===== src/sv/tst_pkg.sv =====
`default_nettype none
package tst_pkg;

  localparam int TOPIC_SLOTS_DEF = 16;
  localparam int SUBS_PER_TOPIC_DEF = 16;
  localparam int CLIENT_ID_BITS_DEF = 8;
  localparam int KEY_BITS_DEF = 64;

  typedef enum logic [1:0] {
    OP_SUBSCRIBE   = 2'd0,
    OP_UNSUBSCRIBE = 2'd1,
    OP_PUBLISH     = 2'd2,
    OP_DISCONNECT  = 2'd3
  } op_t;

  typedef enum logic [3:0] {
    ST_SUBSCRIBED     = 4'd0,
    ST_ALREADY        = 4'd1,
    ST_TOO_MANY       = 4'd2,
    ST_FULL           = 4'd3,
    ST_UNSUBSCRIBED   = 4'd4,
    ST_NOT_SUBSCRIBED = 4'd5,
    ST_DELIVER        = 4'd6,
    ST_NO_TOPIC       = 4'd7,
    ST_PUB_DONE       = 4'd8,
    ST_DISC_DONE      = 4'd9
  } status_t;

  typedef struct packed {
    logic [1:0]  op;
    logic [7:0]  client_id;
    logic [63:0] topic_key;
  } req_t;

  typedef struct packed {
    logic [3:0] status;
    logic [7:0] dest_client;
    logic [3:0] topic_index;
    logic       last;
  } rsp_t;

  typedef enum logic [3:0] {
    S_IDLE,
    S_KEY_RD,
    S_KEY_CMP,
    S_SUB_RD,
    S_SUB_CMP,
    S_SHIFT_RD,
    S_SHIFT_WR,
    S_NEXT_SLOT,
    S_EMIT,
    S_WAIT
  } state_t;

  // Controller commands to the datapath.
  typedef struct packed {
    logic load_req;
    logic clr_slot;
    logic inc_slot;
    logic clr_pos;
    logic inc_pos;
    logic key_rd;
    logic sub_rd;
    logic new_topic;
    logic append;
    logic shift_wr;
    logic dec_count;
    logic emit;
    logic [3:0] emit_status;
    logic emit_deliver;
    logic emit_zero_slot;
    logic emit_last;
  } cmd_t;

  // Datapath status back to the controller.
  typedef struct packed {
    logic [1:0] op;
    logic slot_in_range;
    logic key_hit;
    logic pos_in_range;
    logic sub_hit;
    logic sub_is_sender;
    logic table_full;
    logic list_full;
    logic shift_more;
    logic out_busy;
  } sts_t;

endpackage
`default_nettype wire


===== src/sv/tst_datapath.sv =====
`default_nettype none
module tst_datapath
  import tst_pkg::*;
#(
  parameter int TOPIC_SLOTS    = TOPIC_SLOTS_DEF,
  parameter int SUBS_PER_TOPIC = SUBS_PER_TOPIC_DEF,
  parameter int CLIENT_ID_BITS = CLIENT_ID_BITS_DEF,
  parameter int KEY_BITS       = KEY_BITS_DEF
) (
  input  wire logic clk,
  input  wire logic rst,
  input  wire req_t req,
  input  wire cmd_t cmd,
  output sts_t      sts,
  output rsp_t      rsp,
  output logic      rsp_valid,
  input  wire logic rsp_ready
);

  localparam int SW = $clog2(TOPIC_SLOTS + 1);
  localparam int SI = (TOPIC_SLOTS > 1) ? $clog2(TOPIC_SLOTS) : 1;
  localparam int PW = $clog2(SUBS_PER_TOPIC + 1);
  localparam int PI = (SUBS_PER_TOPIC > 1) ? $clog2(SUBS_PER_TOPIC) : 1;
  localparam int AW = SI + PI;

  logic [KEY_BITS-1:0]       key_mem [TOPIC_SLOTS];
  logic [CLIENT_ID_BITS-1:0] sub_mem [2**AW];
  logic [PW-1:0]             counts [TOPIC_SLOTS];
  logic [SW-1:0]             in_use;

  logic [1:0]                op;
  logic [CLIENT_ID_BITS-1:0] client;
  logic [KEY_BITS-1:0]       key;
  logic [SW-1:0]             slot;
  logic [PW-1:0]             pos;
  logic [KEY_BITS-1:0]       key_rd;
  logic [CLIENT_ID_BITS-1:0] sub_rd;
  logic [PW-1:0]             cnt;

  logic [SI-1:0] slot_ix;
  logic [PI-1:0] pos_ix;
  logic [AW-1:0] rd_addr;
  logic [AW-1:0] wr_addr;

  assign slot_ix = slot[SI-1:0];
  assign pos_ix  = pos[PI-1:0];
  assign cnt     = counts[slot_ix];
  assign rd_addr = {slot_ix, pos_ix};

  always_comb begin
    wr_addr = {slot_ix, pos_ix};
    if (cmd.shift_wr && pos != '0) begin
      wr_addr = {slot_ix, PI'(pos - PW'(1))};
    end else if (cmd.append) begin
      wr_addr = {slot_ix, cnt[PI-1:0]};
    end
  end

  always_ff @(posedge clk) begin
    if (cmd.key_rd) begin
      key_rd <= key_mem[slot_ix];
    end
    if (cmd.sub_rd) begin
      sub_rd <= sub_mem[rd_addr];
    end
    if (cmd.new_topic) begin
      key_mem[slot_ix] <= key;
    end
    if (cmd.append) begin
      sub_mem[wr_addr] <= client;
    end else if (cmd.shift_wr) begin
      sub_mem[wr_addr] <= sub_rd;
    end
  end

  always_ff @(posedge clk) begin
    if (cmd.load_req) begin
      op     <= req.op;
      client <= req.client_id[CLIENT_ID_BITS-1:0];
      key    <= req.topic_key[KEY_BITS-1:0];
    end
  end

  always_ff @(posedge clk) begin
    if (rst) begin
      slot <= '0;
      pos  <= '0;
    end else begin
      if (cmd.clr_slot) begin
        slot <= '0;
      end else if (cmd.inc_slot) begin
        slot <= slot + SW'(1);
      end
      if (cmd.clr_pos) begin
        pos <= '0;
      end else if (cmd.inc_pos) begin
        pos <= pos + PW'(1);
      end
    end
  end

  always_ff @(posedge clk) begin
    if (rst) begin
      in_use <= '0;
      for (int i = 0; i < TOPIC_SLOTS; i++) begin
        counts[i] <= '0;
      end
    end else begin
      if (cmd.new_topic) begin
        in_use <= in_use + SW'(1);
        counts[slot_ix] <= '0;
      end else if (cmd.append) begin
        counts[slot_ix] <= cnt + PW'(1);
      end else if (cmd.dec_count) begin
        counts[slot_ix] <= cnt - PW'(1);
      end
    end
  end

  always_ff @(posedge clk) begin
    if (rst) begin
      rsp_valid <= 1'b0;
    end else if (cmd.emit) begin
      rsp_valid <= 1'b1;
    end else if (rsp_ready) begin
      rsp_valid <= 1'b0;
    end
  end

  always_ff @(posedge clk) begin
    if (cmd.emit) begin
      rsp.status      <= cmd.emit_status;
      rsp.dest_client <= 8'(cmd.emit_deliver ? sub_rd : client);
      rsp.topic_index <= cmd.emit_zero_slot ? 4'd0 : 4'(slot);
      rsp.last        <= cmd.emit_last;
    end
  end

  always_comb begin
    sts.op            = op;
    sts.slot_in_range = (slot < in_use) && (slot < SW'(TOPIC_SLOTS));
    sts.key_hit       = (key_rd == key);
    sts.pos_in_range  = (pos < cnt) && (pos < PW'(SUBS_PER_TOPIC));
    sts.sub_hit       = (sub_rd == client);
    sts.sub_is_sender = (sub_rd == client);
    sts.table_full    = (in_use >= SW'(TOPIC_SLOTS));
    sts.list_full     = (cnt >= PW'(SUBS_PER_TOPIC));
    sts.shift_more    = (pos < cnt) && (pos < PW'(SUBS_PER_TOPIC));
    sts.out_busy      = rsp_valid && !rsp_ready;
  end

  ap_count_bound: assert property (@(posedge clk) disable iff (rst)
    in_use <= SW'(TOPIC_SLOTS))
    else $error("topic count exceeds slots");
  ap_emit_free: assert property (@(posedge clk) disable iff (rst)
    cmd.emit |-> !(rsp_valid && !rsp_ready))
    else $error("result overwritten while stalled");
  ap_new_not_full: assert property (@(posedge clk) disable iff (rst)
    cmd.new_topic |-> in_use < SW'(TOPIC_SLOTS))
    else $error("topic created in full table");

endmodule
`default_nettype wire


===== src/sv/tst_ctrl.sv =====
`default_nettype none
module tst_ctrl
  import tst_pkg::*;
(
  input  wire logic clk,
  input  wire logic rst,
  input  wire logic req_valid,
  output logic      req_ready,
  input  wire sts_t sts,
  output cmd_t      cmd
);

  state_t state, state_next;

  always_ff @(posedge clk) begin
    if (rst) begin
      state <= S_IDLE;
    end else begin
      state <= state_next;
    end
  end

  always_comb begin
    state_next = state;
    cmd        = '0;
    req_ready  = (state == S_IDLE);
    case (state)
      S_IDLE: begin
        if (req_valid) begin
          cmd.load_req = 1'b1;
          cmd.clr_slot = 1'b1;
          state_next   = S_KEY_RD;
        end
      end
      S_KEY_RD: begin
        // Disconnect walks slots directly; others search keys.
        if (!sts.slot_in_range) begin
          if (sts.out_busy) begin
            state_next = S_KEY_RD;
          end else if (sts.op == OP_DISCONNECT) begin
            cmd.emit = 1'b1; cmd.emit_status = ST_DISC_DONE;
            cmd.emit_zero_slot = 1'b1; cmd.emit_last = 1'b1;
            state_next = S_WAIT;
          end else if (sts.op == OP_SUBSCRIBE) begin
            if (sts.table_full) begin
              cmd.emit = 1'b1; cmd.emit_status = ST_TOO_MANY;
              cmd.emit_zero_slot = 1'b1; cmd.emit_last = 1'b1;
              state_next = S_WAIT;
            end else begin
              cmd.new_topic = 1'b1;
              cmd.clr_pos   = 1'b1;
              state_next    = S_SUB_RD;
            end
          end else begin
            cmd.emit = 1'b1;
            cmd.emit_status = (sts.op == OP_PUBLISH) ? ST_NO_TOPIC : ST_NOT_SUBSCRIBED;
            cmd.emit_zero_slot = 1'b1; cmd.emit_last = 1'b1;
            state_next = S_WAIT;
          end
        end else if (sts.op == OP_DISCONNECT) begin
          cmd.clr_pos = 1'b1;
          state_next  = S_SUB_RD;
        end else begin
          cmd.key_rd = 1'b1;
          state_next = S_KEY_CMP;
        end
      end
      S_KEY_CMP: begin
        if (sts.key_hit) begin
          cmd.clr_pos = 1'b1;
          state_next  = S_SUB_RD;
        end else begin
          cmd.inc_slot = 1'b1;
          state_next   = S_KEY_RD;
        end
      end
      S_SUB_RD: begin
        if (sts.pos_in_range) begin
          cmd.sub_rd = 1'b1;
          state_next = S_SUB_CMP;
        end else if (sts.op == OP_DISCONNECT) begin
          state_next = S_NEXT_SLOT;
        end else if (!sts.out_busy) begin
          cmd.emit = 1'b1; cmd.emit_last = 1'b1;
          state_next = S_WAIT;
          case (sts.op)
            OP_SUBSCRIBE: begin
              if (sts.list_full) begin
                cmd.emit_status = ST_FULL;
              end else begin
                cmd.emit_status = ST_SUBSCRIBED;
                cmd.append = 1'b1;
              end
            end
            OP_UNSUBSCRIBE: cmd.emit_status = ST_NOT_SUBSCRIBED;
            default:        cmd.emit_status = ST_PUB_DONE;
          endcase
        end
      end
      S_SUB_CMP: begin
        if (sts.op == OP_PUBLISH) begin
          if (sts.sub_is_sender) begin
            cmd.inc_pos = 1'b1;
            state_next  = S_SUB_RD;
          end else if (!sts.out_busy) begin
            cmd.emit = 1'b1; cmd.emit_status = ST_DELIVER;
            cmd.emit_deliver = 1'b1;
            cmd.inc_pos = 1'b1;
            state_next  = S_SUB_RD;
          end
        end else if (sts.sub_hit) begin
          if (sts.op == OP_SUBSCRIBE) begin
            if (!sts.out_busy) begin
              cmd.emit = 1'b1; cmd.emit_status = ST_ALREADY;
              cmd.emit_last = 1'b1;
              state_next = S_WAIT;
            end
          end else begin
            // Remove: copy each later entry down one place.
            cmd.inc_pos = 1'b1;
            state_next  = S_SHIFT_RD;
          end
        end else begin
          cmd.inc_pos = 1'b1;
          state_next  = S_SUB_RD;
        end
      end
      S_SHIFT_RD: begin
        if (sts.shift_more) begin
          cmd.sub_rd = 1'b1;
          state_next = S_SHIFT_WR;
        end else begin
          cmd.dec_count = 1'b1;
          state_next = (sts.op == OP_DISCONNECT) ? S_NEXT_SLOT : S_EMIT;
        end
      end
      S_SHIFT_WR: begin
        cmd.shift_wr = 1'b1;
        cmd.inc_pos  = 1'b1;
        state_next   = S_SHIFT_RD;
      end
      S_NEXT_SLOT: begin
        cmd.inc_slot = 1'b1;
        state_next   = S_KEY_RD;
      end
      S_EMIT: begin
        if (!sts.out_busy) begin
          cmd.emit = 1'b1; cmd.emit_status = ST_UNSUBSCRIBED;
          cmd.emit_last = 1'b1;
          state_next = S_WAIT;
        end
      end
      S_WAIT: begin
        state_next = S_IDLE;
      end
      default: state_next = S_IDLE;
    endcase
  end

  ap_ready_idle: assert property (@(posedge clk) disable iff (rst)
    req_ready |-> state == S_IDLE)
    else $error("ready outside idle");
  ap_emit_wait: assert property (@(posedge clk) disable iff (rst)
    (cmd.emit && cmd.emit_last) |=> state == S_WAIT)
    else $error("final result not followed by wait");
  ap_one_write: assert property (@(posedge clk) disable iff (rst)
    !(cmd.append && cmd.shift_wr))
    else $error("two list writes in one cycle");

endmodule
`default_nettype wire


===== src/sv/topic_subscription_table_top.sv =====
`default_nettype none
// Publish/subscribe topic table.
// Requests arrive on the req channel (valid/ready) as one req_t beat holding
// an operation, a client id and a topic key. Results leave on the rsp
// channel as rsp_t beats; every request ends with exactly one beat whose
// last bit is set, and a publish sends one deliver beat per other subscriber
// before it.
// One request is processed at a time. The controller first scans the topic
// keys one slot at a time, reading a key in S_KEY_RD and comparing it in
// S_KEY_CMP, then walks the chosen subscriber list one entry at a time through
// S_SUB_RD and S_SUB_CMP; removal moves each later entry down through
// S_SHIFT_RD and S_SHIFT_WR, and disconnect walks every list in use. The
// single-port key and list memories set this pace.
// Reset clears the topic count and all subscriber counts at once; no
// clearing pass is needed since only written entries are ever read.
// When the receiver stalls, the registered result beat holds and the
// controller waits before producing the next beat; req_ready stays low
// until the final beat has been registered.
module topic_subscription_table_top
  import tst_pkg::*;
#(
  parameter int TOPIC_SLOTS    = TOPIC_SLOTS_DEF,
  parameter int SUBS_PER_TOPIC = SUBS_PER_TOPIC_DEF,
  parameter int CLIENT_ID_BITS = CLIENT_ID_BITS_DEF,
  parameter int KEY_BITS       = KEY_BITS_DEF
) (
  input  wire logic clk,
  input  wire logic rst,
  input  wire logic req_valid,
  output logic      req_ready,
  input  wire req_t req,
  output logic      rsp_valid,
  input  wire logic rsp_ready,
  output rsp_t      rsp
);

  cmd_t cmd;
  sts_t sts;

  tst_ctrl u_ctrl (
    .clk       (clk),
    .rst       (rst),
    .req_valid (req_valid),
    .req_ready (req_ready),
    .sts       (sts),
    .cmd       (cmd)
  );

  tst_datapath #(
    .TOPIC_SLOTS    (TOPIC_SLOTS),
    .SUBS_PER_TOPIC (SUBS_PER_TOPIC),
    .CLIENT_ID_BITS (CLIENT_ID_BITS),
    .KEY_BITS       (KEY_BITS)
  ) u_dp (
    .clk       (clk),
    .rst       (rst),
    .req       (req),
    .cmd       (cmd),
    .sts       (sts),
    .rsp       (rsp),
    .rsp_valid (rsp_valid),
    .rsp_ready (rsp_ready)
  );

endmodule
`default_nettype wire


===== config.mk =====
export PLATFORM = sky130hd
export DESIGN_NAME = topic_subscription_table_top
export DESIGN_NICKNAME = d
export VERILOG_FILES = /design/src/sv/tst_pkg.sv /design/src/sv/tst_datapath.sv /design/src/sv/tst_ctrl.sv /design/src/sv/topic_subscription_table_top.sv
export SDC_FILE = /design/constraint.sdc
export NUM_CORES = 2
export LEC_CHECK = 0
export BUFFER_PORTS_ARGS = -buffer_cell sky130_fd_sc_hd__buf_2
export CAP_MARGIN = 20
export CORE_MARGIN = 2
export CORE_UTILIZATION = 65
export DETAILED_ROUTE_END_ITERATION = 16
export GPL_ROUTABILITY_DRIVEN = 0
export HOLD_SLACK_MARGIN = 0.08
export PLACE_DENSITY = 0.8
export SETUP_SLACK_MARGIN = 0.4
export SYNTH_ARGS = -nofsm -noshare
export SYNTH_HDL_FRONTEND = slang
export SYNTH_SLANG_ARGS = --single-unit

===== constraint.sdc =====
create_clock -name clk -period 7.6 [get_ports clk]
set_input_delay 1.14 -clock clk [delete_from_list [all_inputs] [get_ports clk]]
set_output_delay 1.14 -clock clk [all_outputs]
set_load 0.02 [all_outputs]

# Word level (Yosys, flattened, before mapping)
# Memories as Yosys holds them, arrays and structs flattened. A register that Yosys moved wholly into a read port is not among the register bits.
# Cells that the tools add are included.
[word_totals] ramBits=3152 out_inout_bits=19 register_bits=111 elab_cells=177 memories=3
[memory_table] name="u_dp.sub_mem" depth=256 width=8 rd=1 rd_clocked_by_memory_dff=1 write_ports=1 line_no="tst_datapath.sv:27" rtl="logic [CLIENT_ID_BITS-1:0] sub_mem [2**AW];"
[memory_table] name="u_dp.key_mem" depth=16 width=64 rd=1 rd_clocked_by_memory_dff=1 write_ports=1 line_no="tst_datapath.sv:26" rtl="logic [KEY_BITS-1:0] key_mem [TOPIC_SLOTS];"
[memory_table] name="u_dp.counts" depth=16 width=5 rd=1 rd_clocked_by_memory_dff=1 write_ports=16 line_no="tst_datapath.sv:28" rtl="logic [PW-1:0] counts [TOPIC_SLOTS];"
[classes] muxes=118 n_reduce_logical=14 n_eq_ne=15 bitwise_logic=3 add_sub_neg=6 n_lt_le_gt_ge=6
[ops] op="$mux W4" count=21
[ops] op="$mux W5" count=16
[ops] op="$eq A64 B64 Y1" count=1
[ops] op="$mux W1" count=60
[ops] op="$pmux W4 S9" count=1
[ops] op="$add A5 B1 Y5 const B" count=4
[ops] op="$mux W2" count=10
[ops] op="$pmux W5 S4" count=1
[ops] op="$eq A4 B3 Y1 const B" count=4
[ops] op="$mux W8" count=2
[ops] op="$mux W6" count=2
[ops] op="$ge A5 B5 Y1 const B" count=2
[ops] op="$lt A5 B5 Y1" count=2
[ops] op="$lt A5 B5 Y1 const B" count=2
[ops] op="$eq A4 B2 Y1 const B" count=2
[ops] op="$eq A8 B8 Y1" count=1
[ops] op="$pmux W4 S2" count=1
[ops] op="$pmux W1 S2" count=3
[ops] op="$reduce_or A2 Y1" count=3
[ops] op="$reduce_bool A5 Y1" count=1
[ops] op="$reduce_or A5 Y1" count=1
[ops] op="$sub A5 B1 Y5 const B" count=1
[ops] op="$eq A2 B2 Y1 const B" count=2
[ops] op="$eq A4 B1 Y1 const B" count=1
[ops] op="other kinds (13)" count=18

# Longest topological paths before layout
[logic_depth] depth_word=15 depth_mapped=15 depth_no_buf=12

# Modules after synthesis
# A second synthesis with hierarchy kept.
[hier_totals] cells_unflattened=5925 hier_area_um2=129885.8
[by_module_without_submodules] mod="tst_datapath" seq_area_each_um2=99945.9 instances=1 area_per_inst_um2=129107.6 cells_each=5816
[by_module_without_submodules] mod="tst_ctrl" seq_area_each_um2=80.1 instances=1 area_per_inst_um2=778.2 cells_each=109

# Worst setup path after synthesis
# OpenSTA, ideal clock, no wires.
[synth_timing] path_type="input to register" startpoint="input port rsp_ready" endpoint="memory u_dp.key_mem[10][0] in the netlist's numbering (enable)" cell_stages=7 slack_ns=2.313 arrival_time_ns=4.801 path_buffers=3 cell_sequence="nor2b_1 -> clkbuf_1 -> nor2_1 -> nand3_1 -> buf_1 -> clkbuf_1 -> nor2_1"
[synth_between] elab_chain_cells=7
[synth_rtl] item="from (decl)" line_no="topic_subscription_table_top.sv:33" rtl="input wire logic rsp_ready,"
[synth_rtl] item="$logic_not A1 Y1" line_no="tst_datapath.sv:149" rtl="sts.out_busy = rsp_valid && !rsp_ready;"
[synth_rtl] item="$logic_and A1 B1 Y1" line_no="tst_datapath.sv:149"
[synth_rtl] item="$mux W1" line_no="tst_ctrl.sv:38" rtl="if (sts.out_busy) begin"
[synth_rtl] item="$mux W1" line_no="tst_ctrl.sv:37" rtl="if (!sts.slot_in_range) begin"
[synth_rtl] item="$mux W1" line_no="tst_ctrl.sv:27" rtl="case (state)"
[synth_rtl] item="$mux W1" line_no="tst_datapath.sv:66" rtl="if (cmd.new_topic) begin"
[synth_rtl] item="$mux W1 (not written as such)" line_no="tst_datapath.sv:67" rtl="key_mem[slot_ix] <= key;"
[synth_rtl] item="to (decl)" line_no="tst_datapath.sv:26"
# No other way between the ends.

==> run metrics <==
result of the run=completed; main area contributors after synthesis=sky130_fd_sc_hd__edfxtp_1 (77%), sky130_fd_sc_hd__mux4_2 (17%), sky130_fd_sc_hd__nor3_1 (0.92%); crit path launch type=register; chain of cells forming the critical path=buf_4 > mux4_2 > a22o_1 > a221oi_1 > ha_1 > nand4_1 > or4_1 > o2bb2ai_4 > nand2_1 > nand2b_1 > nand3_4 > buf_12 > nor3_1; Yosys top cell area share=approximately three quarters; period utilization=84.1%; wire length per cell=39.0 µm; cell count after placement=8073; Area Overhead vs Synth=11.1%; clock root buffer master=sky130_fd_sc_hd__clkbuf_16; proportion of power drawn by flip-flops and latches=~56%; cts-stage hold buffer count=0; FF+latch count, synth=roughly 3300; leakage power=roughly 43 nW; reg-to-reg endpoint=u_dp.sub_mem[225][1]; final count of hold timing violations=0; site row count=164; non-filler cells in the finished layout=8737; worst hold endpoint=u_dp.client[7]; slowest stage cell, crit path=sky130_fd_sc_hd__nor3_1; total wirelength of the detailed-routed design=340000 µm; async set or reset register ratio after synthesis=0%; net count reported at finish=5934; share of total power in combinational logic=under 10%; number of DRC markers after the initial detailed-route iteration=10600; total power density per cell area=between 200 and 300 nW/µm²; wire length of the first global-routing pass=485000 µm; Worst Setup End Kind=register; number of CTS-inserted buffers=329; die area=203000 µm²; number of buffers added on ports=96; vias in the first global route=between 60000 and 70000; clock buffer depth=4; relative slew slack=19.8%; Achievable Freq=roughly 160 MHz; count of antenna-violating nets left after detailed routing=0; Switching Share=a little over a fifth; Post-DP Area=between 100000 and 150000 µm²; routed vias=65100; TNS Setup=0 ns; Register-to-Register Path Depth=13; clock latency on the worst-skew pair=between 0.9 and 1 ns; Hold Path Class=in -> reg; Mean Syn Cell Area=23.4 µm²; synth unique cells=77; core outline area=199000 µm²; Critical Path Max Stage Delay=just over 0.9 ns; global route overflow=0; clock power share=42.1%; storage element area=100000 µm²; post-CTS setup-driven buffer insertion count=0; Post-CTS Resized=0; cell internal power dissipation=29.6 mW; Die Height=roughly 450 µm; slew at the pin closest to its max-slew limit=~1.2 ns; CTS tree=built; synthesized netlist net count=5654; launch instance of the worst min-delay path=req[71]; number of warning messages in the yosys log=0; main flop type after synthesis=sky130_fd_sc_hd__edfxtp_1; fraction of final layout cells with drive strength greater than 1=31.7%; largest net degree at the start of global routing=170; setup repair after global routing missed its margin=no; Post-Synthesis Cell Area=between 100000 and 150000 µm²; CTS sink cnt=about 3300; PnR worst setup slack=1.21 ns; drt pass-1 iters=6; number of enable-type register cells in the synthesized netlist=3315; Post-Route Skew=0.0907 ns; horizontal extent of the die=~450 µm; Peak supply drop=0.000299 V; antenna violations before repair=14; Final Slew Violations=0; detail-routed via count per cell=7.45; critical path fanouts, max=between 40 and 50; half-perimeter wire length after detailed placement=173000 µm; starting density of the core=65.2%; level count of the clock H-tree=5; combined area of the multi-input logic cells=28500 µm²; endpoint arrival time on the critical path=6.94 ns; type of the worst setup path=reg -> reg; filler cell count in the final layout=10300; net switching power of the design=7.87 mW; setup slack of the worst register-to-register path=1.21 ns; Worst Setup Slack post-DPL=~1.3 ns; cell type with the largest total area after synthesis=sky130_fd_sc_hd__edfxtp_1; reported max-cap violation count=0; data required time of the critical path=8.15 ns; clock-pin slew on the worst setup and hold paths=0.06 ns; detailed-route DRC error count=0; gate count after technology mapping=5552; Tmin final=between 6 and 7 ns; final non-filler cell area=144000 µm²; setup violators final=0; io pins=97; number of cells traversed by the worst hold path=1; sequential fraction of the synthesis area=between 70 and 80%; total track usage=33.8%
power groups by stage:
stage / clock (mW) / combinational [mW] / sequential [mW]
3_3_place_gp: 0 / 0.866 / 21.1
4_1_cts: 15.8 / 0.884 / 20.8
5_1_grt: 16.4 / 0.920 / 20.8
6_report: 15.8 / 0.884 / 20.8
2_1_floorplan: 0 / 0.392 / 21.1
3_5_place_dp: 0 / 0.870 / 21.2
synthesized netlist by cell type, types with 23 or more instances:
library cell                  n
sky130_fd_sc_hd__a22oi_1     43
sky130_fd_sc_hd__buf_1       83
sky130_fd_sc_hd__buf_2       44
sky130_fd_sc_hd__clkbuf_1   202
sky130_fd_sc_hd__dfxtp_1     24
sky130_fd_sc_hd__edfxtp_1  3315
sky130_fd_sc_hd__ha_1        24
sky130_fd_sc_hd__mux4_2     981
sky130_fd_sc_hd__nand2_1     50
sky130_fd_sc_hd__nand4_1     23
sky130_fd_sc_hd__nor2_1      54
sky130_fd_sc_hd__nor3_1     238
sky130_fd_sc_hd__nor3_2     113
sky130_fd_sc_hd__xnor2_1     71
stage by stage:
step | hold WS [ns] | power (mW) | utilization, %
floorplan | 0.461 | 21.5 | -
global placement | 0.477 | 22.0 | 67.1
detailed placement | 0.495 | 22.0 | 67.1
CTS | 0.287 | 37.5 | 72.2
global route | 0.306 | 38.1 | 72.5
finish | 0.344 | 37.4 | 72.5
critical path, delay by kind of cell (launching register included):
kind | cells | cell delay [ns]
adders and majority gates | 1 | 0.23
and+or+nand+nor | 6 | 2.72
muxes | 1 | 0.53
AOI/OAI and AO/OA | 3 | 1.05
buffers and inverters | 2 | 0.82
DFF | 1 | 0.61
logic make-up after synthesis:
| group | after synthesis | share of synthesized area, % |
|---|---|---|
| adders and majority gates | 24 | 0.231 |
| and+or+nand+nor | 555 | 2.59 |
| DFF | 3339 | 77.1 |
| buffers and inverters | 370 | 1.22 |
| AOI/OAI and AO/OA | 181 | 1.16 |
| xor gates and xnor gates | 80 | 0.540 |
| muxes | 1003 | 17.2 |
worst max-delay path by stage:
| stage | startpoint | endpoint | slack [ns] | cells past startpoint |
|---|---|---|---|---|
| global placement | register | u_dp.sub_mem[65][7] | 1.50 | 13 |
| CTS | register | u_dp.sub_mem[65][3] | 1.20 | 13 |
| floorplan | rsp_ready | u_dp.key_mem[10][0] | 2.31 | 7 |
| finish | register | u_dp.sub_mem[225][1] | 1.21 | 13 |
| detailed placement | register | u_dp.sub_mem[23][5] | 1.33 | 13 |
| global route | register | u_dp.sub_mem[177][4] | 1.07 | 13 |
metal layers:
layer,share of wire [%],GRT usage (%),up-vias
met5,0.022,0,-
li1,-,-,24400
met1,34,45.7,34100
met2,51,55.0,5732
met4,4.5,14.1,10
met3,11,6.50,886
layout by cell type, fill, tap and decap left out, types with 43 or more instances in the layout:
cell type and n:
sky130_fd_sc_hd__buf_2 133, sky130_fd_sc_hd__clkbuf_16 331, sky130_fd_sc_hd__a22oi_1 43, sky130_fd_sc_hd__clkbuf_1 52, sky130_fd_sc_hd__clkinv_1 66, sky130_fd_sc_hd__xnor2_1 71, sky130_fd_sc_hd__clkinv_2 66, sky130_fd_sc_hd__edfxtp_1 3315
sky130_fd_sc_hd__buf_4 98, sky130_fd_sc_hd__nand2_1 48, sky130_fd_sc_hd__nor3_1 238, sky130_fd_sc_hd__mux4_2 981, sky130_fd_sc_hd__nor3_2 113
sequential cells by signal, summed over array words and instances, names as in the netlist, named ones only:
register / count
u_dp.sub_rd: 8
u_ctrl.state: 4
u_dp.counts: 80
u_dp.slot: 5
u_dp.rsp: 17
u_dp.in_use: 5
u_dp.key_mem: 1024
u_dp.key: 64
u_dp.key_rd: 64
u_dp.client: 8
u_dp.op: 2
u_dp.rsp_valid: 1
u_dp.sub_mem: 2048
u_dp.pos: 5
final cells by class:
cell class	count	share of cell area [%]
antenna	8	0.0139
clock buffer	383	5.88
clock inverter	189	1.11
inverter	18	0.0468
multi-input combinational	1843	19.8
sequential	3339	69.3
tap	2656	2.30
timing repair buffer	301	1.53
Note: power is estimated with default switching activity, not from simulation.
